### config.mk
export PLATFORM = sky130hd
export DESIGN_NAME = bxr_mixer
export DESIGN_NICKNAME = d
export VERILOG_FILES = /design/src/design/bounded_xoshiro256pp_rng_defines.svh /design/src/design/bxr_pkg.sv /design/src/design/bxr_mixer.sv
export SDC_FILE = /design/constraint.sdc
export NUM_CORES = 2
export LEC_CHECK = 0
export BUFFER_PORTS_ARGS = -buffer_cell sky130_fd_sc_hd__buf_2
export CAP_MARGIN = 20
export CORE_ASPECT_RATIO = 1.1
export CORE_MARGIN = 5
export CORE_UTILIZATION = 45
export CTS_CLUSTER_DIAMETER = 80
export CTS_CLUSTER_SIZE = 8
export DETAILED_ROUTE_END_ITERATION = 12
export GPL_TIMING_DRIVEN = 0
export SLEW_MARGIN = 20
export SYNTH_ARGS = -nofsm -noshare
export SYNTH_HDL_FRONTEND = slang
export SYNTH_SLANG_ARGS = --single-unit
export TNS_END_PERCENT = 1
### constraint.sdc
create_clock -name clk -period 9.8 [get_ports clk]
set_input_delay 1.96 -clock clk [delete_from_list [all_inputs] [get_ports clk]]
set_output_delay 1.96 -clock clk [all_outputs]
set_load 0.02 [all_outputs]
### src/design/bounded_xoshiro256pp_rng_defines.svh
// Assertion macros used by the bounded xoshiro256++ generator top level.
`ifndef BOUNDED_XOSHIRO256PP_RNG_DEFINES_SVH
`define BOUNDED_XOSHIRO256PP_RNG_DEFINES_SVH
`ifndef SYNTH
// Implication checked on every clock edge outside reset.
`define BXR_ASSERT_IMP(lbl, ante, cons, msg) \
  lbl: assert property (@(posedge clk) disable iff (!rst_n) (ante) |-> (cons)) else $error(msg);
// Plain condition checked on every clock edge outside reset.
`define BXR_ASSERT_ALWAYS(lbl, cond, msg) \
  lbl: assert property (@(posedge clk) disable iff (!rst_n) (cond)) else $error(msg);
`else
`define BXR_ASSERT_IMP(lbl, ante, cons, msg)
`define BXR_ASSERT_ALWAYS(lbl, cond, msg)
`endif
`endif

### src/design/bxr_pkg.sv
// Shared types and constants of the bounded xoshiro256++ generator.
package bxr_pkg;

  localparam int unsigned WORD_W = 64;
  localparam int unsigned OP_W   = 2;
  localparam int unsigned CFG_W  = 1;

  localparam logic [WORD_W-1:0] GOLDEN_STEP = 64'h9E37_79B9_7F4A_7C15;
  localparam logic [WORD_W-1:0] MIX_MUL_A   = 64'hBF58_476D_1CE4_E5B9;
  localparam logic [WORD_W-1:0] MIX_MUL_B   = 64'h94D0_49BB_1331_11EB;
  localparam logic [WORD_W-1:0] RANGE_RESET = 64'd32768;

  localparam logic [OP_W-1:0] OP_DRAW  = 2'd0;
  localparam logic [OP_W-1:0] OP_SEED1 = 2'd1;
  localparam logic [OP_W-1:0] OP_SEED4 = 2'd2;
  localparam logic [OP_W-1:0] OP_RSVD  = 2'd3;

  localparam logic [CFG_W-1:0] REG_RANGE  = 1'b0;
  localparam logic [CFG_W-1:0] REG_OFFSET = 1'b1;

  typedef enum logic [2:0] {
    S_IDLE,
    S_SEED,
    S_SEED_WAIT,
    S_FIX,
    S_LIMIT,
    S_DRAW,
    S_MOD,
    S_DONE
  } bxr_state_t;

  typedef struct packed {
    logic              start;
    logic [WORD_W-1:0] dividend;
    logic [WORD_W-1:0] divisor;
  } bxr_div_req_t;

  typedef struct packed {
    logic              busy;
    logic              done;
    logic [WORD_W-1:0] rem;
  } bxr_div_rsp_t;

endpackage

### src/design/bxr_mixer.sv
// Splitmix64 finalizer built on one shared 32x32 multiplier, three partial products per 64-bit product.
module bxr_mixer (
  input  logic                       clk,
  input  logic                       rst_n,
  input  logic                       start,
  input  logic [bxr_pkg::WORD_W-1:0] z_in,
  output logic                       done,
  output logic [bxr_pkg::WORD_W-1:0] result
);
  import bxr_pkg::*;

  localparam int unsigned HALF = WORD_W / 2;

  logic              busy_r, busy_nxt;
  logic              done_r, done_nxt;
  logic              phase_r, phase_nxt;
  logic [1:0]        part_r, part_nxt;
  logic [WORD_W-1:0] a_r, a_nxt;
  logic [WORD_W-1:0] acc_r, acc_nxt;
  logic [WORD_W-1:0] res_r, res_nxt;
  logic [WORD_W-1:0] cst;
  logic [HALF-1:0]   opa, opb;
  logic [WORD_W-1:0] prod;

  always_comb begin
    cst = phase_r ? MIX_MUL_B : MIX_MUL_A;
    case (part_r)
      2'd0:    begin opa = a_r[HALF-1:0];      opb = cst[HALF-1:0];      end
      2'd1:    begin opa = a_r[WORD_W-1:HALF]; opb = cst[HALF-1:0];      end
      default: begin opa = a_r[HALF-1:0];      opb = cst[WORD_W-1:HALF]; end
    endcase
    prod = WORD_W'(opa) * WORD_W'(opb);

    busy_nxt  = busy_r;
    done_nxt  = 1'b0;
    phase_nxt = phase_r;
    part_nxt  = part_r;
    a_nxt     = a_r;
    acc_nxt   = acc_r;
    res_nxt   = res_r;
    if (start) begin
      busy_nxt  = 1'b1;
      phase_nxt = 1'b0;
      part_nxt  = 2'd0;
      a_nxt     = z_in ^ (z_in >> 30);
    end else if (busy_r) begin
      if (part_r == 2'd0) begin
        acc_nxt = prod;
      end else begin
        acc_nxt = acc_r + {prod[HALF-1:0], {HALF{1'b0}}};
      end
      if (part_r == 2'd2) begin
        part_nxt = 2'd0;
        if (!phase_r) begin
          phase_nxt = 1'b1;
          a_nxt     = acc_nxt ^ (acc_nxt >> 27);
        end else begin
          busy_nxt = 1'b0;
          done_nxt = 1'b1;
          res_nxt  = acc_nxt ^ (acc_nxt >> 31);
        end
      end else begin
        part_nxt = part_r + 2'd1;
      end
    end
  end

  always_ff @(posedge clk) begin
    if (!rst_n) begin
      busy_r  <= 1'b0;
      done_r  <= 1'b0;
      phase_r <= 1'b0;
      part_r  <= 2'd0;
    end else begin
      busy_r  <= busy_nxt;
      done_r  <= done_nxt;
      phase_r <= phase_nxt;
      part_r  <= part_nxt;
    end
    a_r   <= a_nxt;
    acc_r <= acc_nxt;
    res_r <= res_nxt;
  end

  assign done   = done_r;
  assign result = res_r;

endmodule
# Yosys cells after proc, flatten, opt, wreduce, memory -nomap -nowiden
# Cells that the tools add are included.
[classes]
n_addsub = 2
eq_ne = 3
mul = 1
n_mux = 16
n_reduce_logical = 10
bitwise_logic = 7
[op_table]
columns = ["cell", "count"]
rows = [
  ["64-bit 2-to-1 mux", 7],
  ["64-bit adder", 1],
  ["32-bit by 32-bit multiplier with 64-bit output", 1],
  ["32-bit 2-to-1 mux", 2],
  ["64-bit by 33-bit XOR with 64-bit output", 1],
  ["64-bit by 34-bit XOR with 64-bit output", 1],
  ["64-bit by 37-bit XOR with 64-bit output", 1],
  ["62-bit 2-to-1 mux", 1],
  ["1-bit 2-to-1 mux", 5],
  ["1-bit inverter", 4],
  ["2-bit AND reduction", 2],
  ["4-bit AND reduction", 1],
  ["2-bit nonzero test", 2],
  ["2-bit OR reduction", 2],
  ["4-bit OR reduction", 1],
  ["3-bit AND reduction", 1],
  ["2-bit by 1-bit adder with 2-bit output (second input constant)", 1],
  ["2-bit by 1-bit == test with 1-bit output (second input constant)", 1],
  ["2-bit == test (second input constant)", 1],
  ["2-bit zero test", 1],
  ["2-bit 2-to-1 mux", 1],
  ["2-bit != test (second input constant)", 1],
]
[totals]
reg_bits = 197
word_cells = 46
output_inout_bits = 65

# Depth between registers and ports, before layout
[depth]
word_depth = 13
ltp_mapped = 42

# Least setup slack after synthesis
# OpenSTA, ideal clock, no wires.
[synth_timing]
path_kind = "flip-flop to flip-flop"
from = "register part_r[0]"
to = "register a_r[33], data pin"
setup_ns = 0.265
stages_incl_launch_ff = 38
arrival_time_ns = 9.627
period_less_slack_ns = 9.892
path_buffers = 3
setup_slack_ns = -0.092
cell_sequence = "dfxtp_1 nor2b_1 clkbuf_1 clkbuf_1 buf_1 mux2_2 inv_1 nor2_1 fa_1 fa_1 fa_1 inv_1 fa_1 inv_1 fa_1 inv_1 fa_1 inv_1 [... 2 more ...] fa_1 inv_1 ha_1 a21o_1 nor4_1 o21ba_2 xnor2_1 ha_1 a21o_1 a21o_1 a21oi_1 o21ai_0 or3_1 o21ai_0 mux2i_1 a31oi_2 xnor2_1 o21ai_1"
[synth_via]
elab_chain_cells = 13
elab_cells_between_ends = 15
[synth_lines]
columns = ["element", "line", "text"]
rows = [
  ["from (decl)", "bxr_mixer.sv:17", "logic [1:0] part_r, part_nxt;"],
  ["from (signal assigned)", "bxr_mixer.sv:78", "part_r <= part_nxt;"],
  ["2-bit by 1-bit == test with 1-bit output or 2-bit zero test (tied branches)", "bxr_mixer.sv:27, bxr_mixer.sv:47", ""],
  ["2-bit OR reduction (no source line)", "-", ""],
  ["32-bit 2-to-1 mux", "bxr_mixer.sv:27", "case (part_r)"],
  ["32-bit by 32-bit multiplier with 64-bit output", "bxr_mixer.sv:32", "prod = WORD_W'(opa) * WORD_W'(opb);"],
  ["64-bit adder", "bxr_mixer.sv:50", "acc_nxt = acc_r + {prod[HALF-1:0], {HALF{1'b0}}};"],
  ["64-bit 2-to-1 mux *", "bxr_mixer.sv:47", "if (part_r == 2'd0) begin"],
  ["64-bit 2-to-1 mux *", "bxr_mixer.sv:46", "end else if (busy_r) begin"],
  ["64-bit 2-to-1 mux *", "bxr_mixer.sv:41", "if (start) begin"],
  ["64-bit by 37-bit XOR with 64-bit output *", "bxr_mixer.sv:56", "a_nxt = acc_nxt ^ (acc_nxt >> 27);"],
  ["64-bit 2-to-1 mux *", "bxr_mixer.sv:54", "if (!phase_r) begin"],
  ["64-bit 2-to-1 mux *", "bxr_mixer.sv:52", "if (part_r == 2'd2) begin"],
  ["64-bit 2-to-1 mux *", "bxr_mixer.sv:46", ""],
  ["64-bit 2-to-1 mux *", "bxr_mixer.sv:41", ""],
  ["net a_nxt[33]", "bxr_mixer.sv:18", "logic [WORD_W-1:0] a_r, a_nxt;"],
  ["to (signal assigned)", "bxr_mixer.sv:80", "a_r <= a_nxt;"],
  ["to (decl)", "bxr_mixer.sv:18", ""],
]
# The timed path passes the listed nets; every way through them passes the cells marked *. The select of a mux whose other input is x is not followed.
# A chain may end at the register's enable or synchronous reset.

# Final worst setup path
[layout_timing]
from = "register phase_r"
to = "register a_r[35], data pin"
[layout_via]
elab_chain_cells = 12
[layout_lines]
columns = ["element", "line", "text"]
rows = [
  ["from (decl)", "bxr_mixer.sv:16", "logic phase_r, phase_nxt;"],
  ["from (signal assigned)", "bxr_mixer.sv:77", "phase_r <= phase_nxt;"],
  ["62-bit 2-to-1 mux *", "bxr_mixer.sv:26", "cst = phase_r ? MIX_MUL_B : MIX_MUL_A;"],
  ["32-bit 2-to-1 mux *", "bxr_mixer.sv:27", ""],
  ["32-bit by 32-bit multiplier with 64-bit output *", "bxr_mixer.sv:32", ""],
  ["64-bit adder", "bxr_mixer.sv:50", ""],
  ["64-bit 2-to-1 mux *", "bxr_mixer.sv:47", ""],
  ["64-bit 2-to-1 mux *", "bxr_mixer.sv:46", ""],
  ["64-bit 2-to-1 mux *", "bxr_mixer.sv:41", ""],
  ["64-bit by 37-bit XOR with 64-bit output *", "bxr_mixer.sv:56", ""],
  ["64-bit 2-to-1 mux *", "bxr_mixer.sv:54", ""],
  ["64-bit 2-to-1 mux *", "bxr_mixer.sv:52", ""],
  ["64-bit 2-to-1 mux *", "bxr_mixer.sv:46", ""],
  ["64-bit 2-to-1 mux *", "bxr_mixer.sv:41", ""],
  ["net a_nxt[35]", "bxr_mixer.sv:18", ""],
]
# Marked as above.

==> key figures <==
Global routing
  – Initial antenna violation count: 9
  – Grt ovf: 0
  – Largest net degree at the start of global routing: 27
  – Tot GR Track Use: 34.82%
  – Vias in the first global route: approximately 33,000
  – First-pass GRT wire length: 234,000 um

Timing
  – Sum of negative setup slack: -1.358 ns
  – Relative slew margins: about 34%
  – Fin crit period: 9.994 ns
  – Final period util: 102.0%
  – Final setup vio count: 18
  – RSZ-0062 raised after global routing: yes
  – Final hold vios: 0
  – Worst setup margin: -0.1936 ns
  – Clk_skew: 0.01910 ns
  – Worst-Margin Slew: 0.9938 ns
  – Fin. max-slew vios: 0
  – FMAX: 0.1001 GHz

Hold path
  – Worst Hold Depth: 2
  – Worst hold path type: flip-flop to flip-flop

Placed design
  – DP HPWL: 144,300 um
  – # port buffers: 130
  – RePlAce Congestion: 1.053
  – Placed Area: 42,560 sq um

Clock tree
  – H-tree levels: 4
  – Hold-fix buffers at CTS: 0
  – Clock-pin slew on the worst setup and hold paths: 0.08 ns
  – Clk Latency, worst-skew pair: 0.47 ns
  – Clock Tree Buf Depth: 2
  – Clk root buf: clkbuf_16
  – Clock tree sinks: slightly below 200
  – CTS tree: yes
  – CTS buffer count: 17

Drt
  – DRC violations left: 0
  – Pre-Repair DR Iteration Count: 6
  – Routed wire length: between 150,000 and 200,000 um
  – Routed wire per std cell: 30.12 um
  – Post-route ant nets: 0
  – Vias/cell: 5.683
  – DR vias: 31,390
  – Drt initial violations: between 3,000 and 4,000

Synth
  – Seq/Total Area, Yosys: around 15%
  – Synth Cell Area: 40,160 sq um
  – Top_reg_cell synth: edfxtp_1
  – Syn_area_per_cell: 9.921 sq um
  – Synth async-reset ratio: 0%
  – Top cells by area, synth: fa_1, edfxtp_1, ha_1, inv_1, nand2_1
  – Synth Instances: 4,048
  – Synth top area share: 41.23%
  – Total of warnings raised by yosys: 0
  – Synth area leader: fa_1
  – Syn_nets: 5,300
  – Post-synth EDFFs: roughly 190
  – Register bit count reported by yosys: approximately 200
  – Netlist cell types: 81

Worst setup path
  – Crit path arrival time: 10.18 ns
  – Worst path bufs/invs: 7
  – Cell mode on critical path: fa_1
  – R2R Setup Slk: -0.19 ns
  – CP Data Required Time: 9.98 ns
  – CP Capture Point: a_r[35]
  – Reg-to-Reg End: a_r[35]
  – CP max stage cell: clkdlybuf4s15_2
  – CP max FO: 10
  – CP Launch Type: flip-flop
  – Reg-to-Reg Start: phase_r
  – Crit Path Class: flip-flop to flip-flop
  – FF-to-FF path depth: 31
  – Critical path depth in cells: 31
  – Critical Path End Type: flip-flop
  – Delay-heaviest family, CP: adder cells
  – Critical path launch point: phase_r
  – Worst path max stage delay: approximately 0.7 ns

Cells and area
  – Register Area: 5877 sq um
  – Layout Area Growth over Synthesis: 15.62%
  – Ratio of cells with drive above 1 in the final layout: 16.87%
  – Design area: 46,430 sq um
  – Multi-input logic area: 31,770 sq um
  – Filler cells: 8,258
  – Nets@finish: 5,591

Floorplan
  – Starting Density: 45.09%
  – Chip height: between 300 and 400 um
  – Boundary pin count: 132
  – Die ar.: 95,320 sq um
  – Core area: 89,070 sq um
  – DIE WIDTH: about 290 um
  – FP Rows: 115

Status
  – Failing checks: setup timing
  – Outcome: complete, but fails checks

Run
  – MaxCap Viol Count: 0
flip-flops by register name, summed over array words and instances (netlist names):
signal / flops
a_r: 64
acc_r: 64
busy_r: 1
done: 1
part_r: 2
phase_r: 1
result: 64
worst min-delay path by stage:
stage	startpoint	to	slack, ns
finish	busy_r	busy_r	0.60
global route	acc_r[11]	acc_r[11]	0.63
CTS	part_r[0]	part_r[0]	0.59
detailed placement	busy_r	busy_r	0.58
global placement	busy_r	busy_r	0.57
floorplan	busy_r	busy_r	0.51
cell usage in the layout, fill, tap and decap left out, types with 17 or more instances in the layout:
master and count:
nor2_2 27, a21o_1 35, clkinvlp_4 17, o21ai_0 54
nand2_2 25, nor2_1 203, a21oi_2 19, a21oi_1 117
nand2_1 285, xor2_1 63, buf_4 130, clkbuf_1 44
fa_2 29, o21ai_1 33, and3_1 42, xnor2_1 80
o21a_1 24, inv_1 1025, buf_2 141, mux2i_1 17
ha_1 339, nor2_4 22, edfxtp_1 192, nand4_1 26
o21bai_1 19, nor3_1 34, clkbuf_16 18, and2_1 17
fa_1 798, nand3_1 23, mux2_2 29, or3_1 20
cells in the mapped netlist, types with 27 or more instances:
master,number
inv_1,1056
fa_1,827
ha_1,358
nand2_1,313
nor2_1,252
edfxtp_1,192
a21oi_1,146
xnor2_1,102
clkbuf_1,75
o21ai_0,73
xor2_1,68
and3_1,46
nor3_1,43
mux2_2,42
a21o_1,35
mux2i_1,33
o21ai_1,31
nand3_1,27
o21a_1,27
worst min-delay path: stages, from the launching register on:
cell	delay [ns]
dfxtp_1	0.38
o21ai_0	0.10
a21boi_0	0.08
area by class of cell:
cell class	instances	area share, %
Timing Repair Buffer	273	4.293
Buffer	105	1.420
Sequential cell	197	12.66
Antenna cell	1	0.005390
Tap cell	1170	3.153
Inverter	1058	8.688
Clock inverter	15	0.4366
Multi-Input combinational cell	2687	68.43
Clock buffer	17	0.9162
cell families (layout without fill, tap and decap cells):
logic type / Yosys count / after routing / share of synthesized area, %
compound gates: 456 / 456 / 7.409
other cells: 1 / 2 / 0.009338
simple gates: 796 / 796 / 8.742
buf+inv: 1164 / 1468 / 10.92
flops: 197 / 197 / 14.61
xor+xnor: 173 / 173 / 3.876
fa+ha+maj: 1185 / 1185 / 52.38
mux: 76 / 76 / 2.056
what timing repair did:
action	in CTS	in global routing
endpoints found under the setup margin	173	102
pin swaps	60	51
setup buffers	90	39
resized for setup	434	115
cloned	2	0
per-layer routing:
layer  up-vias  GRT usage, %  wire length, um  share of wire [%]
met2      1799         56.46            76680                 46
met5         -             0               11             0.0066
met4         2         21.88            14550                8.7
met3       549         5.603            13320                8.0
li1      13150             -                -                  -
met1     15890         43.78            61810                 37
metrics by stage:
stage	std cells	hold slack [ns]	utilization (%)	worst slack (ns)
floorplan	4048	0.5131	-	0.02632
global placement	5348	0.5693	47.47	-3.860
detailed placement	5361	0.5821	47.78	-3.274
CTS	5484	0.5884	51.29	-0.1600
global route	5522	0.6320	52.13	-0.2765
finish	5523	0.6016	52.13	-0.1936
Power is left out: the tool's default activity adds up to more than one toggle a clock period on the data nets, which glitch-free logic cannot reach.
