==> src/design/bounded_xoshiro256pp_rng_defines.svh <==
// Assertion macros used by the bounded xoshiro256++ generator top level.
`ifndef BOUNDED_XOSHIRO256PP_RNG_DEFINES_SVH
`define BOUNDED_XOSHIRO256PP_RNG_DEFINES_SVH
`ifndef SYNTH
// Implication checked on every clock edge outside reset.
`define BXR_ASSERT_IMP(lbl, ante, cons, msg) \
  lbl: assert property (@(posedge clk) disable iff (!rst_n) (ante) |-> (cons)) else $error(msg);
// Plain condition checked on every clock edge outside reset.
`define BXR_ASSERT_ALWAYS(lbl, cond, msg) \
  lbl: assert property (@(posedge clk) disable iff (!rst_n) (cond)) else $error(msg);
`else
`define BXR_ASSERT_IMP(lbl, ante, cons, msg)
`define BXR_ASSERT_ALWAYS(lbl, cond, msg)
`endif
`endif

==> src/design/bxr_pkg.sv <==
// Shared types and constants of the bounded xoshiro256++ generator.
package bxr_pkg;

  localparam int unsigned WORD_W = 64;
  localparam int unsigned OP_W   = 2;
  localparam int unsigned CFG_W  = 1;

  localparam logic [WORD_W-1:0] GOLDEN_STEP = 64'h9E37_79B9_7F4A_7C15;
  localparam logic [WORD_W-1:0] MIX_MUL_A   = 64'hBF58_476D_1CE4_E5B9;
  localparam logic [WORD_W-1:0] MIX_MUL_B   = 64'h94D0_49BB_1331_11EB;
  localparam logic [WORD_W-1:0] RANGE_RESET = 64'd32768;

  localparam logic [OP_W-1:0] OP_DRAW  = 2'd0;
  localparam logic [OP_W-1:0] OP_SEED1 = 2'd1;
  localparam logic [OP_W-1:0] OP_SEED4 = 2'd2;
  localparam logic [OP_W-1:0] OP_RSVD  = 2'd3;

  localparam logic [CFG_W-1:0] REG_RANGE  = 1'b0;
  localparam logic [CFG_W-1:0] REG_OFFSET = 1'b1;

  typedef enum logic [2:0] {
    S_IDLE,
    S_SEED,
    S_SEED_WAIT,
    S_FIX,
    S_LIMIT,
    S_DRAW,
    S_MOD,
    S_DONE
  } bxr_state_t;

  typedef struct packed {
    logic              start;
    logic [WORD_W-1:0] dividend;
    logic [WORD_W-1:0] divisor;
  } bxr_div_req_t;

  typedef struct packed {
    logic              busy;
    logic              done;
    logic [WORD_W-1:0] rem;
  } bxr_div_rsp_t;

endpackage

==> src/design/bxr_divider.sv <==
// Restoring remainder unit: one quotient bit per cycle.
module bxr_divider (
  input  logic                 clk,
  input  logic                 rst_n,
  input  bxr_pkg::bxr_div_req_t req,
  output bxr_pkg::bxr_div_rsp_t rsp
);
  import bxr_pkg::*;

  localparam int unsigned CNT_W = $clog2(WORD_W);

  logic              busy_r, busy_nxt;
  logic              done_r, done_nxt;
  logic [CNT_W-1:0]  cnt_r, cnt_nxt;
  logic [WORD_W-1:0] quo_r, quo_nxt;
  logic [WORD_W-1:0] rem_r, rem_nxt;
  logic [WORD_W-1:0] div_r, div_nxt;
  logic [WORD_W:0]   trial;

  always_comb begin
    busy_nxt = busy_r;
    done_nxt = 1'b0;
    cnt_nxt  = cnt_r;
    quo_nxt  = quo_r;
    rem_nxt  = rem_r;
    div_nxt  = div_r;
    trial    = {rem_r, quo_r[WORD_W-1]};
    if (req.start) begin
      busy_nxt = 1'b1;
      cnt_nxt  = '0;
      quo_nxt  = req.dividend;
      rem_nxt  = '0;
      div_nxt  = req.divisor;
    end else if (busy_r) begin
      quo_nxt = {quo_r[WORD_W-2:0], 1'b0};
      if (trial >= {1'b0, div_r}) begin
        rem_nxt = WORD_W'(trial - {1'b0, div_r});
      end else begin
        rem_nxt = trial[WORD_W-1:0];
      end
      cnt_nxt = cnt_r + 1'b1;
      if (cnt_r == CNT_W'(WORD_W - 1)) begin
        busy_nxt = 1'b0;
        done_nxt = 1'b1;
      end
    end
  end

  always_ff @(posedge clk) begin
    if (!rst_n) begin
      busy_r <= 1'b0;
      done_r <= 1'b0;
      cnt_r  <= '0;
    end else begin
      busy_r <= busy_nxt;
      done_r <= done_nxt;
      cnt_r  <= cnt_nxt;
    end
    quo_r <= quo_nxt;
    rem_r <= rem_nxt;
    div_r <= div_nxt;
  end

  assign rsp.busy = busy_r;
  assign rsp.done = done_r;
  assign rsp.rem  = rem_r;

endmodule

==> config.mk <==
export PLATFORM = sky130hd
export DESIGN_NAME = bxr_divider
export DESIGN_NICKNAME = d
export VERILOG_FILES = /design/src/design/bounded_xoshiro256pp_rng_defines.svh /design/src/design/bxr_pkg.sv /design/src/design/bxr_divider.sv
export SDC_FILE = /design/constraint.sdc
export NUM_CORES = 1
export LEC_CHECK = 0
export BUFFER_PORTS_ARGS = -buffer_cell sky130_fd_sc_hd__buf_2
export CAP_MARGIN = 10
export CORE_ASPECT_RATIO = 0.75
export CORE_MARGIN = 5
export CORE_UTILIZATION = 52
export CTS_CLUSTER_DIAMETER = 100
export CTS_CLUSTER_SIZE = 12
export DETAILED_ROUTE_END_ITERATION = 8
export GPL_TIMING_DRIVEN = 0
export PLACE_DENSITY_LB_ADDON = 0.08
export SLEW_MARGIN = 10
export SYNTH_ARGS = -nofsm -noshare
export SYNTH_HDL_FRONTEND = slang
export SYNTH_SLANG_ARGS = --single-unit
==> constraint.sdc <==
create_clock -name clk -period 2.8 [get_ports clk]
set_input_delay 0 -clock clk [delete_from_list [all_inputs] [get_ports clk]]
set_output_delay 0 -clock clk [all_outputs]
set_load 0.05 [all_outputs]
== After elaboration in Yosys (flattened, before gate mapping) ==
Cells that the tools add are included.

* Register bits after elaboration: 200
* Bits in latches: 0
* Memory bits (writable): 0
* Memory bits (read-only): 0
* Output and inout bits: 66
* Memories kept: 0

* Add/sub/neg operators: 2
* Multipliers: 0
* Div/mod/pow operators: 0
* $lt $le $gt $ge: 1
* Equality and inequality tests: 1
* Shift operators: 0
* Mux-type cells: 7
* Bitwise logic cells: 2
* Reduce and logical (&&, ||, !) cells: 3

{| class="wikitable"
|+ Operator list
! cell !! count
|-
| 2-to-1 mux 64 bit || 3
|-
| >= comparator 65 x 64 -> 1 bit || 1
|-
| subtractor 64 bit || 1
|-
| adder 6 x 1 -> 6 bit, second input constant || 1
|-
| == test 6 bit, second input constant || 1
|-
| 2-to-1 mux 1 bit || 4
|-
| OR reduction 3 bit || 1
|-
| inverter 1 bit || 2
|-
| nonzero test 2 bit || 1
|-
| OR reduction 2 bit || 1
|}

== Logic depth before layout (Yosys ltp) ==
Gate-level depths: netlist of run 1.

* Word-level depth: 4
* Gate-level depth with buffers: 15

== Least setup slack after synthesis of run 1 ==
OpenSTA, ideal clock, no wires.

* Kind: flip-flop to flip-flop
* From: register rem_r[0]
* To: register rem_r[2]
* Setup time: 0.122 ns
* Arrival time: 3.033 ns
* Path slack: -0.355 ns
* Stages on the path, launching flop included: 13
* Path buffers: 2
* Clock period less this slack: 3.155 ns
* Cell sequence: dfxtp_1 > ha_1 > nor2b_1 > o31ai_1 > a211oi_1 > o21a_1 > o2111ai_1 > a31oi_1 > o21a_1 > buf_2 > buf_4 > and3_1 > a311o_1

* Longest elaborated chain between the ends: 2
* Elaborated cells between the ends (all ways): 3
* Classes of those cells: add/sub (1); order compare (1); mux (1)

{| class="wikitable"
|+ RTL lines
! element !! RTL line !! text
|-
| start: declaration || bxr_divider.sv:16 || <nowiki>logic [WORD_W-1:0] rem_r, rem_nxt;</nowiki>
|-
| start signal: assignment || bxr_divider.sv:60 || <nowiki>rem_r <= rem_nxt;</nowiki>
|-
| subtractor 64 bit or >= comparator 65 x 64 -> 1 bit (tied branches) || bxr_divider.sv:37, bxr_divider.sv:36 ||
|-
| 2-to-1 mux 64 bit (*) || bxr_divider.sv:36 || <nowiki>if (trial >= {1'b0, div_r}) begin</nowiki>
|}

Mark *: on every way between the ends. The rest lies on a longest branch, timed or not.
A chain may end at the register's enable or synchronous reset.

== Worst setup path after layout of run 1 ==
* From: register quo_r[63]
* To: register rem_r[38]

* Longest elaborated chain between the ends: 2
* Elaborated cells between the ends (all ways): 3
* Classes of those cells: add/sub (1); order compare (1); mux (1)

{| class="wikitable"
|+ RTL lines
! element !! RTL line !! text
|-
| start: declaration || bxr_divider.sv:15 || <nowiki>logic [WORD_W-1:0] quo_r, quo_nxt;</nowiki>
|-
| start signal: assignment || bxr_divider.sv:59 || <nowiki>quo_r <= quo_nxt;</nowiki>
|-
| subtractor 64 bit or >= comparator 65 x 64 -> 1 bit (tied branches) || bxr_divider.sv:37, bxr_divider.sv:36 ||
|-
| 2-to-1 mux 64 bit (*) || bxr_divider.sv:36 ||
|}

Marked as above.

==> results of run 1 <==
## sequential cells by signal, indices dropped and copies added, names as in the netlist
name	cells
busy_r	1
cnt_r	6
div_r	64
done_r	1
quo_r	64
rem_r	64
## worst max-delay path, delay by kind of cell, from the launching register on
kind	cells	cell delay, ns
adders and majority gates	2	0.49
buffers and inverters	3	0.30
and+or+nand+nor	2	0.32
DFF	1	0.47
AOI/OAI and AO/OA	7	1.62
## layout make-up
cell class	instances	area, um2	area share, %
Buffer	72	561	3.18
Clock buffer	17	425	2.41
Clock inverter	15	165	0.937
Inverter	80	300	1.70
Multi-Input combinational cell	932	7410	42.1
Sequential cell	200	5400	30.7
Tap cell	300	375	2.13
Timing Repair Buffer	396	2980	16.9
## per-stage QoR
stage	power [W]	utilization [%]	instance area (um2)
3_3_place_gp	0.00581	59.7	13700
6_report	0.00911	76.6	17600
2_1_floorplan	0.00522	-	12400
3_5_place_dp	0.00584	59.9	13800
4_1_cts	0.00885	73.5	16900
5_1_grt	0.00949	76.6	17600
## repair_timing
action | CTS | global route
buffers inserted | 49 | 16
endpoints found under the hold margin | 136 | 0
cloned | 5 | 1
resized for setup | 181 | 120
setup endpoints to repair | 64 | 66
pin swaps | 88 | 50
hold buffers | 129 | 0
## final timing paths
path,endpoint,cells after the start
worst max-delay path,rem_r[38]$_SDFFE_PP0P_,14
worst min-delay path,div_r[40]$_DFFE_PP_,1
worst max register to register,rem_r[38]$_SDFFE_PP0P_,14
worst min register to register,done_r$_SDFF_PP0_,2
## layout by cell type, fill, tap and decap left out, types with 8 or more instances in the layout
| cell type | n |
|---|---|
| nand3_1 | 10 |
| dfxtp_2 | 35 |
| a211oi_2 | 8 |
| a21o_1 | 30 |
| dfxtp_4 | 19 |
| xnor2_1 | 30 |
| o21bai_1 | 11 |
| dlygate4sd3_1 | 129 |
| a311oi_1 | 17 |
| a21oi_2 | 12 |
| buf_2 | 201 |
| o21a_1 | 12 |
| nand2_1 | 144 |
| nor3_2 | 8 |
| clkbuf_1 | 32 |
| mux2_2 | 64 |
| a21oi_1 | 62 |
| o21ai_1 | 11 |
| nor3_1 | 15 |
| ha_1 | 45 |
| xor2_1 | 15 |
| buf_4 | 58 |
| nand4_1 | 23 |
| o21ai_0 | 28 |
| inv_1 | 74 |
| and3_1 | 14 |
| clkbuf_16 | 20 |
| ha_4 | 16 |
| nand2_2 | 12 |
| edfxtp_1 | 128 |
| buf_6 | 20 |
| dfxtp_1 | 18 |
| nor2b_1 | 8 |
| a311oi_2 | 32 |
| mux2i_1 | 8 |
| a31oi_1 | 8 |
| nor2_1 | 114 |
## report_power, final
group	switching (W)	total (W)	internal, W
sequential	0.000154	0.00357	0.00342
clock	0.00121	0.00255	0.00134
combinational	0.00173	0.00298	0.00126
total	0.00309	0.00911	0.00602
## layer usage
metal  wire length, um  vias to the layer above  share of wire (%)
met2             17700                      536                 44
met5                 0                        -                  0
met3              3210                       46                8.0
met4               548                        0                1.4
li1                  -                     5558                  -
met1             18900                     5652                 47
## cell families after synthesis
family          after synthesis  synth area share [%]
simple gates                430                  16.2
compound gates              316                  18.1
flops                       200                  43.4
buf+inv                     157                  5.37
mux                          72                  6.58
fa+ha+maj                    66                  6.85
xor+xnor                     48                  3.45
==> flow_summary.ini, run 1 <==
[outcome]
outcome = complete, but fails checks
violations = negative setup slack

[finish]
drive_gt1_share_pct = 38.0
nFillCells = 1618
syn_to_final_growth_pct = 44.7
insertedDiodeCount = 0
stdcell_count = 2012
nets = 1896

[global_route]
met1_usage_pct = 43.3
track_usage_pct = 29.0
grt_pass1_vias = 11200
busiest_layer = met2
grt_use_met2_pct = 43.9
grt_pass1_wl_mm = 61.9
antenna_found_initial = 0
grt_max_degree = 66
grt_overflow = 0
use_met3_pct = 5.96

[cts]
cts_tree = built
numCtsBuffers = 17
clk_pin_slew_ns = 0.07
clockRootBuffer = clkbuf_16
clock_latency_ns = 0.45
h-tree-depth = 4
clock_sinks = 200
cts.path.max_buffers = 2

[sta]
slew_violations = 0
finalWorstSetupSlack_ns = -0.497
timing.final.crit_share_pct = 118
worst_pin_slew_ns = 0.982
timing.fmax_mhz = 303
finClkSkew_ns = 0.0102
tns_ns = -24.35
hold_viol = 0
setup_viol = 64
max-slew-margin-rel_pct = 34.5
period_needed_ns = 3.30
rsz0062_at_grt = true
holdWs_ns = 0.0639

[setup_path]
reg2reg_from = quo_r[63]$_DFFE_PP_
cp_slowest_cell = edfxtp_1
rrSetupSlack_ns = -0.50
worst_ep_required_time_ns = 3.16
crit_path_cell_trace = inv_2 -> ha_4 -> inv_2 -> fa_2 -> a21o_1 -> a221o_1 -> a31oi_4 -> o31a_1 -> buf_4 -> o21ai_4 -> and2_4 -> o21ai_0 -> nand3_2 -> a311oi_2
critPathKind = reg2reg
worst_path_most_repeated_cell = inv_2
critPathCaptureType = flip-flop
cp-start-kind = flip-flop
critPathArrivalTime_ns = 3.65
cp-startpoint = quo_r[63]$_DFFE_PP_
cpPeakStageDelay_ns = 0.47
crit_fanout = 6

[logic_synthesis]
synth_seq_cells = 200
synth_seq_area_share_pct = 43.4
synth_enable_flop_cells = 128
synth_cells = 1289
yosys_warnings = 0
synth.area.top_cells = edfxtp_1, dfxtp_1, ha_1, mux2_2, nand2_1
synth-async-reset-ratio_pct = 0
synth_common_cells = nand2_1, edfxtp_1, nor2_1, inv_1, a21oi_1
synth_area_leader_cell = edfxtp_1
syn_nets = 1486
yosysUniqueCellTypes = 75
yosysTopAreaCellShare_pct = 31.6
syn_area_um2 = 12200
syn_avg_cell_area_um2 = 9.44
yosysMostFrequentCell = nand2_1
ys.flop_type = edfxtp_1

[place]
place.gp.congestion = 0.938
pre_cts_slack_ns = -0.767
portBuffers = 196
placed_cells = 1786
place_hpwl_mm = 26.5

[die]
core_um2 = 23000
fp.dieW_um = 187
start_util_pct = 52.9
die-area_um2 = 26600
fp.dieH_um = 143
row_count = 48
pin_count = 197

[route]
drtIter0Drc = 1140
via_per_inst = 5.86
ant_nets = 0
drt_wl_total_mm = 40.3
dr.pass1.iters = 7
route.detailed.drc = 0
num_vias = 11800
wl_per_cell_um = 20.0

[power]
max-vdd-ir-drop_mv = 0.437
leakage_nw = 7.29
power_density_nw_per_um2 = 517

[run]
drv_cap = 0

[hold_path]
holdCritPathClass = in2reg
worstHoldStart = req[128]
(Power assumes the default switching activity.)
==> inputs of run 2 (changes only) <==
- RECOVER_POWER: default -> 100
==> run 2 against run 1 <==
The flow still finishes with violations (negative setup slack); design area fell by 0.62%; critical path depth unchanged; fmax about the same; worst hold slack improved by 0.00055 ns; sequential cell count did not move; via count is 0.59% lower; clock power barely moved; sequential share of layout area rose by 0.19 points; sequential power is essentially flat; worst setup slack gained 0.0027 ns; global-route usage unchanged; utilization decreased by 0.48 points; highest routed layer unchanged.
==> flow_summary.ini, run 2 (same netlist as run 1, synthesis figures left out) <==
[global_route]
use_met3_pct = 5.96
grt_overflow = 0
track_usage_pct = 29.0
grt_pass1_vias = 11200
met1_usage_pct = 43.3
antenna_found_initial = 0
busiest_layer = met2
grt_use_met2_pct = 43.9
grt_max_degree = 66
grt_pass1_wl_mm = 61.9

[die]
fp.dieH_um = 143
pin_count = 197
core_um2 = 23000
row_count = 48
fp.dieW_um = 187
die-area_um2 = 26600
start_util_pct = 52.9

[sta]
period_needed_ns = 3.29
finClkSkew_ns = 0.0102
setup_viol = 64
finalWorstSetupSlack_ns = -0.494
tns_ns = -24.10
timing.final.crit_share_pct = 118
max-slew-margin-rel_pct = 33.6
worst_pin_slew_ns = 0.996
slew_violations = 0
timing.fmax_mhz = 304
rsz0062_at_grt = true
holdWs_ns = 0.0645
hold_viol = 0

[power]
swShare_pct = 34.1
p_seq_share_pct = 39.4
leakage_nw = 7.02
power_density_nw_per_um2 = 519
p_int_w = 0.00599
p_clk_share_pct = 28.0
pwr-share-comb_pct = 32.6
max-vdd-ir-drop_mv = 0.434
p_switching_w = 0.00309

[cts]
clk_pin_slew_ns = 0.07
clock_sinks = 200
h-tree-depth = 4
clockRootBuffer = clkbuf_16
cts_tree = built
cts.path.max_buffers = 2
clock_latency_ns = 0.45
numCtsBuffers = 17

[finish]
final_common_cell = nand2_1
fin_util_pct = 76.1
syn_to_final_growth_pct = 43.8
top_regs = div_r x64, quo_r x64, rem_r x64
register_area_um2 = 5400
final_cell_mix = nand2_1, buf_2, dlygate4sd3_1
nets = 1896
nFillCells = 1654
drive_gt1_share_pct = 33.8
multi_input_area_um2 = 7410
insertedDiodeCount = 0

[setup_path]
critPathKind = reg2reg
crit_fanout = 6
cp-startpoint = quo_r[63]$_DFFE_PP_
worst_r2r_endpoint = rem_r[38]$_SDFFE_PP0P_
crit_path_cell_trace = inv_2 -> ha_4 -> inv_2 -> fa_2 -> a21o_1 -> a221o_1 -> a31oi_4 -> o31a_1 -> buf_4 -> o21ai_4 -> and2_4 -> or3_4 -> nand3_2 -> a311oi_2
worst_path_most_repeated_cell = inv_2
rrSetupSlack_ns = -0.49
critPathArrivalTime_ns = 3.58
worst_ep_required_time_ns = 3.09
cp_slowest_cell = edfxtp_1
reg2reg_from = quo_r[63]$_DFFE_PP_
cpPeakStageDelay_ns = 0.47
reg2reg_depth = 14
critPathCaptureType = flip-flop
cp-start-kind = flip-flop

[route]
via_per_inst = 5.83
dr.pass1.iters = 5
ant_nets = 0
drtIter0Drc = 1029
route.detailed.drc = 0
wl_per_cell_um = 20.1
num_vias = 11700
drt_wl_total_mm = 40.5

[hold_path]
worstHoldStart = req[128]
holdPathEnd = div_r[40]$_DFFE_PP_
hold_depth = 1
holdCritPathClass = in2reg

[place]
portBuffers = 196
place.gp.congestion = 0.938
place_hpwl_mm = 26.5

[outcome]
outcome = complete, but fails checks
violations = negative setup slack

[run]
drv_cap = 0
==> run 2: changes by cell type in the layout (fill, tap and decap cells not counted), sizes merged <==
cell / previous run / this run
buf: 293 / 225
clkdlybuf4s15: 1 / 0
clkbuf: 62 / 131
==> run 2: worst max-delay path: cells and delay by family, from the launching register on <==
kind	cells	cell delay [ns]
AO/OA/AOI/OAI	6	1.25
adder cells (fa/ha/maj)	2	0.50
buffers and inverters	3	0.30
flip-flops	1	0.47
AND/OR/NAND/NOR	3	0.62
==> run 2: metrics by stage <==
step	total power [W]	cell area, um2	setup WS [ns]	std cells
after detailed placement	0.00584	13800	-0.767	1786
after global placement	0.00581	13700	-1.94	1785
final	0.00908	17500	-0.494	2012
after floorplan	0.00522	12400	-0.108	1289
after global routing	0.00947	17500	-0.506	2012
after CTS	0.00885	16900	-0.442	1997
==> run 2: final cells by class <==
type / count / share of cell area, %
plain buffers: 72 / 3.17
clock buffers: 17 / 2.43
clock inverters: 15 / 0.943
inverters: 80 / 1.72
multi-input cells: 932 / 42.3
flip-flops and latches: 200 / 30.8
well taps: 300 / 2.14
repair buffers: 396 / 16.4
==> run 2: worst max path at each step <==
stage                              to  slack [ns]  cells after the start
6_report       rem_r[38]$_SDFFE_PP0P_       -0.49                     14
5_1_grt        rem_r[39]$_SDFFE_PP0P_       -0.51                     15
4_1_cts        rem_r[52]$_SDFFE_PP0P_       -0.44                     13
3_5_place_dp   rem_r[51]$_SDFFE_PP0P_       -0.77                     14
3_3_place_gp       quo_r[6]$_DFFE_PP_       -1.94                      5
2_1_floorplan  rem_r[56]$_SDFFE_PP0P_       -0.11                     13
==> run 2: metal layers <==
metal  wire, um  share of wire, %  vias to the layer above
li1           -                 -                     5548
met1      19100                47                     5630
met2      17900                44                      509
met3       3020               7.5                       36
met4        505               1.2                        0
met5          0                 0                        -
==> run 2: power by group through the flow <==
stage	combinational [W]	clock, W	sequential [W]
after floorplan	0.00140	0	0.00382
after global placement	0.00220	0	0.00362
after detailed placement	0.00222	0	0.00362
after CTS	0.00271	0.00258	0.00356
after global routing	0.00317	0.00270	0.00360
final	0.00296	0.00255	0.00358
==> run 2: timing repair <==
| item | CTS | global route |
|---|---|---|
| hold buffers | 129 | 0 |
| buffers inserted | 49 | 16 |
| pin swaps | 88 | 50 |
| hold endpoints to repair | 136 | 0 |
| resized for setup | 181 | 120 |
| cloned | 5 | 1 |
| setup endpoints to repair | 64 | 66 |
==> inputs of run 3 (changes only) <==
- ABC_AREA: default -> 1
- CORE_UTILIZATION: 52 -> 53
==> run 3 against run 2 <==
The run still ends with negative setup slack left; worst setup slack improved by 0.49 ns; synthesized cell count increased by 69%; cell count increased by 44%; synthesized area increased by 18%; fmax increased by 17%; via count increased by 28%; critical endpoint is now rem_r[56]$_SDFFE_PP0P_; first-iteration DRC count increased by 21%; register-to-register slack improved by 0.49 ns.
==> flow_summary.ini, run 3 <==
[outcome]
outcome = complete, but fails checks
violations = negative setup slack

[sta]
setup_viol = 1
slew_violations = 0
finClkSkew_ns = 0.0226
max-slew-margin-rel_pct = 31.0
hold_viol = 0
timing.final.crit_share_pct = 100
worst_pin_slew_ns = 1.04
finalWorstSetupSlack_ns = -0.00568
timing.fmax_mhz = 356
holdWs_ns = 0.00288
period_needed_ns = 2.81

[setup_path]
reg2reg_depth = 16
worst_path_most_repeated_cell = nand2_1
cpPeakStageDelay_ns = 0.43
crit_fanout = 4
cp_slowest_cell = fa_1
worst_ep_required_time_ns = 3.14
critPathKind = reg2reg
crit_path_cell_trace = inv_1 -> ha_1 -> inv_1 -> fa_1 -> inv_1 -> nor2_1 -> o21ai_0 -> nand2_2 -> nand2_1 -> nand3b_1 -> nand2_1 -> nand3_1 -> nand2_1 -> nand3_2 -> nand2_1 -> nand2_1
critPathCaptureType = flip-flop
cp-start-kind = flip-flop
critPathArrivalTime_ns = 3.14

[die]
fp.dieW_um = 200
row_count = 52
die-area_um2 = 30500
core_um2 = 26800
pin_count = 197
start_util_pct = 53.5
fp.dieH_um = 152

[logic_synthesis]
yosys.area_share.adder_pct = 5.81
synth_seq_cells = 200
synth_cells = 2180
yosysUniqueCellTypes = 39
synthXorXnorAreaFrac_pct = 1.89
synth_seq_area_share_pct = 36.9
synth_common_cells = nand2_1, inv_1, nand3_1, edfxtp_1, nor2_1
syn_nets = 2377
synth_area_leader_cell = edfxtp_1
yosysMostFrequentCell = nand2_1
yosysTopAreaCellShare_pct = 26.8
synth-async-reset-ratio_pct = 0
syn_avg_cell_area_um2 = 6.57
synthSimpleGateAreaFrac_pct = 37.4
synth_enable_flop_cells = 128
ys.flop_type = edfxtp_1
synth.area.top_cells = edfxtp_1, nand2_1, inv_1, dfxtp_1, ha_1
syn_area_um2 = 14300
synth_top_family_by_area = simple AND/OR/NAND/NOR gates
synth-compound-area-share_pct = 4.17
synth.area.mux_share_pct = 0
yosys_warnings = 0

[route]
route.detailed.drc = 0
ant_nets = 0
num_vias = 15000
wl_per_cell_um = 17.7
drtIter0Drc = 1244
drt_wl_total_mm = 51.2
via_per_inst = 5.19
dr.pass1.iters = 6

[global_route]
grt_overflow = 0
grt_pass1_wl_mm = 78.4
grt_max_degree = 39
antenna_found_initial = 3
track_usage_pct = 33.1
grt_pass1_vias = 14300

[finish]
final_cell_mix = nand2_1, inv_1, nand3_1
multi_input_area_um2 = 7150
syn_to_final_growth_pct = 23.8
final_common_cell = nand2_1
nFillCells = 2305
final_area_um2 = 17700
top_regs = div_r x64, quo_r x64, rem_r x64
register_area_um2 = 5290
nets = 2726
drive_gt1_share_pct = 10.6

[cts]
clock_latency_ns = 0.46
numCtsBuffers = 17
clock_sinks = 200
clockRootBuffer = clkbuf_16
clk_pin_slew_ns = 0.08
cts.path.max_buffers = 2
h-tree-depth = 4
cts_tree = built

[place]
pre_cts_slack_ns = -0.234
place.gp.congestion = 0.998
place_area_um2 = 15800
portBuffers = 196
place_hpwl_mm = 38.8

[run]
drv_cap = 0

[hold_path]
holdCritPathClass = in2reg
hold_depth = 1

[power]
total_power_w = 0.00696
p_clk_share_pct = 36.6
leakage_nw = 9.47
max-vdd-ir-drop_mv = 0.397
swShare_pct = 28.8
pwr-share-comb_pct = 14.5
power_density_nw_per_um2 = 392
p_switching_w = 0.00201
p_int_w = 0.00495
p_seq_share_pct = 48.8
-- run 3: power groups by stage --
stage	combinational [W]	sequential, W	clock [W]
after floorplan	0.000505	0.00345	0
after global placement	0.000795	0.00346	0
after detailed placement	0.000823	0.00346	0
after CTS	0.000970	0.00339	0.00254
after global routing	0.00111	0.00341	0.00267
final	0.00101	0.00340	0.00255
-- run 3: what timing repair did --
action | CTS | global route
pin swaps | 0 | 1
hold buffers | 129 | 0
endpoints found under the hold margin | 133 | 0
setup endpoints to repair | 55 | 64
setup buffers | 0 | 2
gates resized for setup | 10 | 26
-- run 3: critical path, delay by kind of cell, from the launching register on --
family          cells  cell delay (ns)
simple gates       10             1.25
compound gates      1             0.25
buf+inv             3             0.25
flops               1             0.36
fa+ha+maj           2             0.57
-- run 3: worst paths after layout --
path	from	slack, ns	end
worst max register to register	quo_r[63]$_DFFE_PP_	-0.006	rem_r[56]$_SDFFE_PP0P_
worst min register to register	cnt_r[0]$_SDFFE_PP0P_	0.49	cnt_r[0]$_SDFFE_PP0P_
worst min-delay path	req[128]	0.003	div_r[47]$_DFFE_PP_
worst max-delay path	quo_r[63]$_DFFE_PP_	-0.006	rem_r[56]$_SDFFE_PP0P_
-- run 3: cell families (layout without fill, tap and decap cells) --
group	Yosys count	count (layout)
buf+inv	497	859
compound gates	111	111
xor+xnor	31	31
simple gates	1275	1275
flops	200	200
other cells	0	3
fa+ha+maj	66	66
-- run 3: stage by stage --
step                      std cells  setup TNS [ns]  utilization, %
after CTS                      2891               0            66.2
after global placement         2727          -61.54            58.8
after global routing           2896          -0.100            66.2
after floorplan                2180               0               -
after detailed placement       2730           -1.63            59.0
final                          2896        -0.00568            66.2
-- run 3: final cells by class --
class,count,area share (%)
diodes,3,0.0423
plain buffers,48,1.84
clock buffers,18,2.42
clock inverters,14,1.01
inverters,449,9.50
multi-input cells,1483,40.3
flip-flops and latches,200,29.8
well taps,351,2.48
repair buffers,330,12.6
-- run 3: routing by layer --
layer	global-route usage (%)	routed length, um	vias to the layer above
li1	-	-	7350
met1	49.0	23400	6915
met2	49.8	21900	659
met3	5.79	4400	98
met4	9.83	1480	0
met5	0	0	-
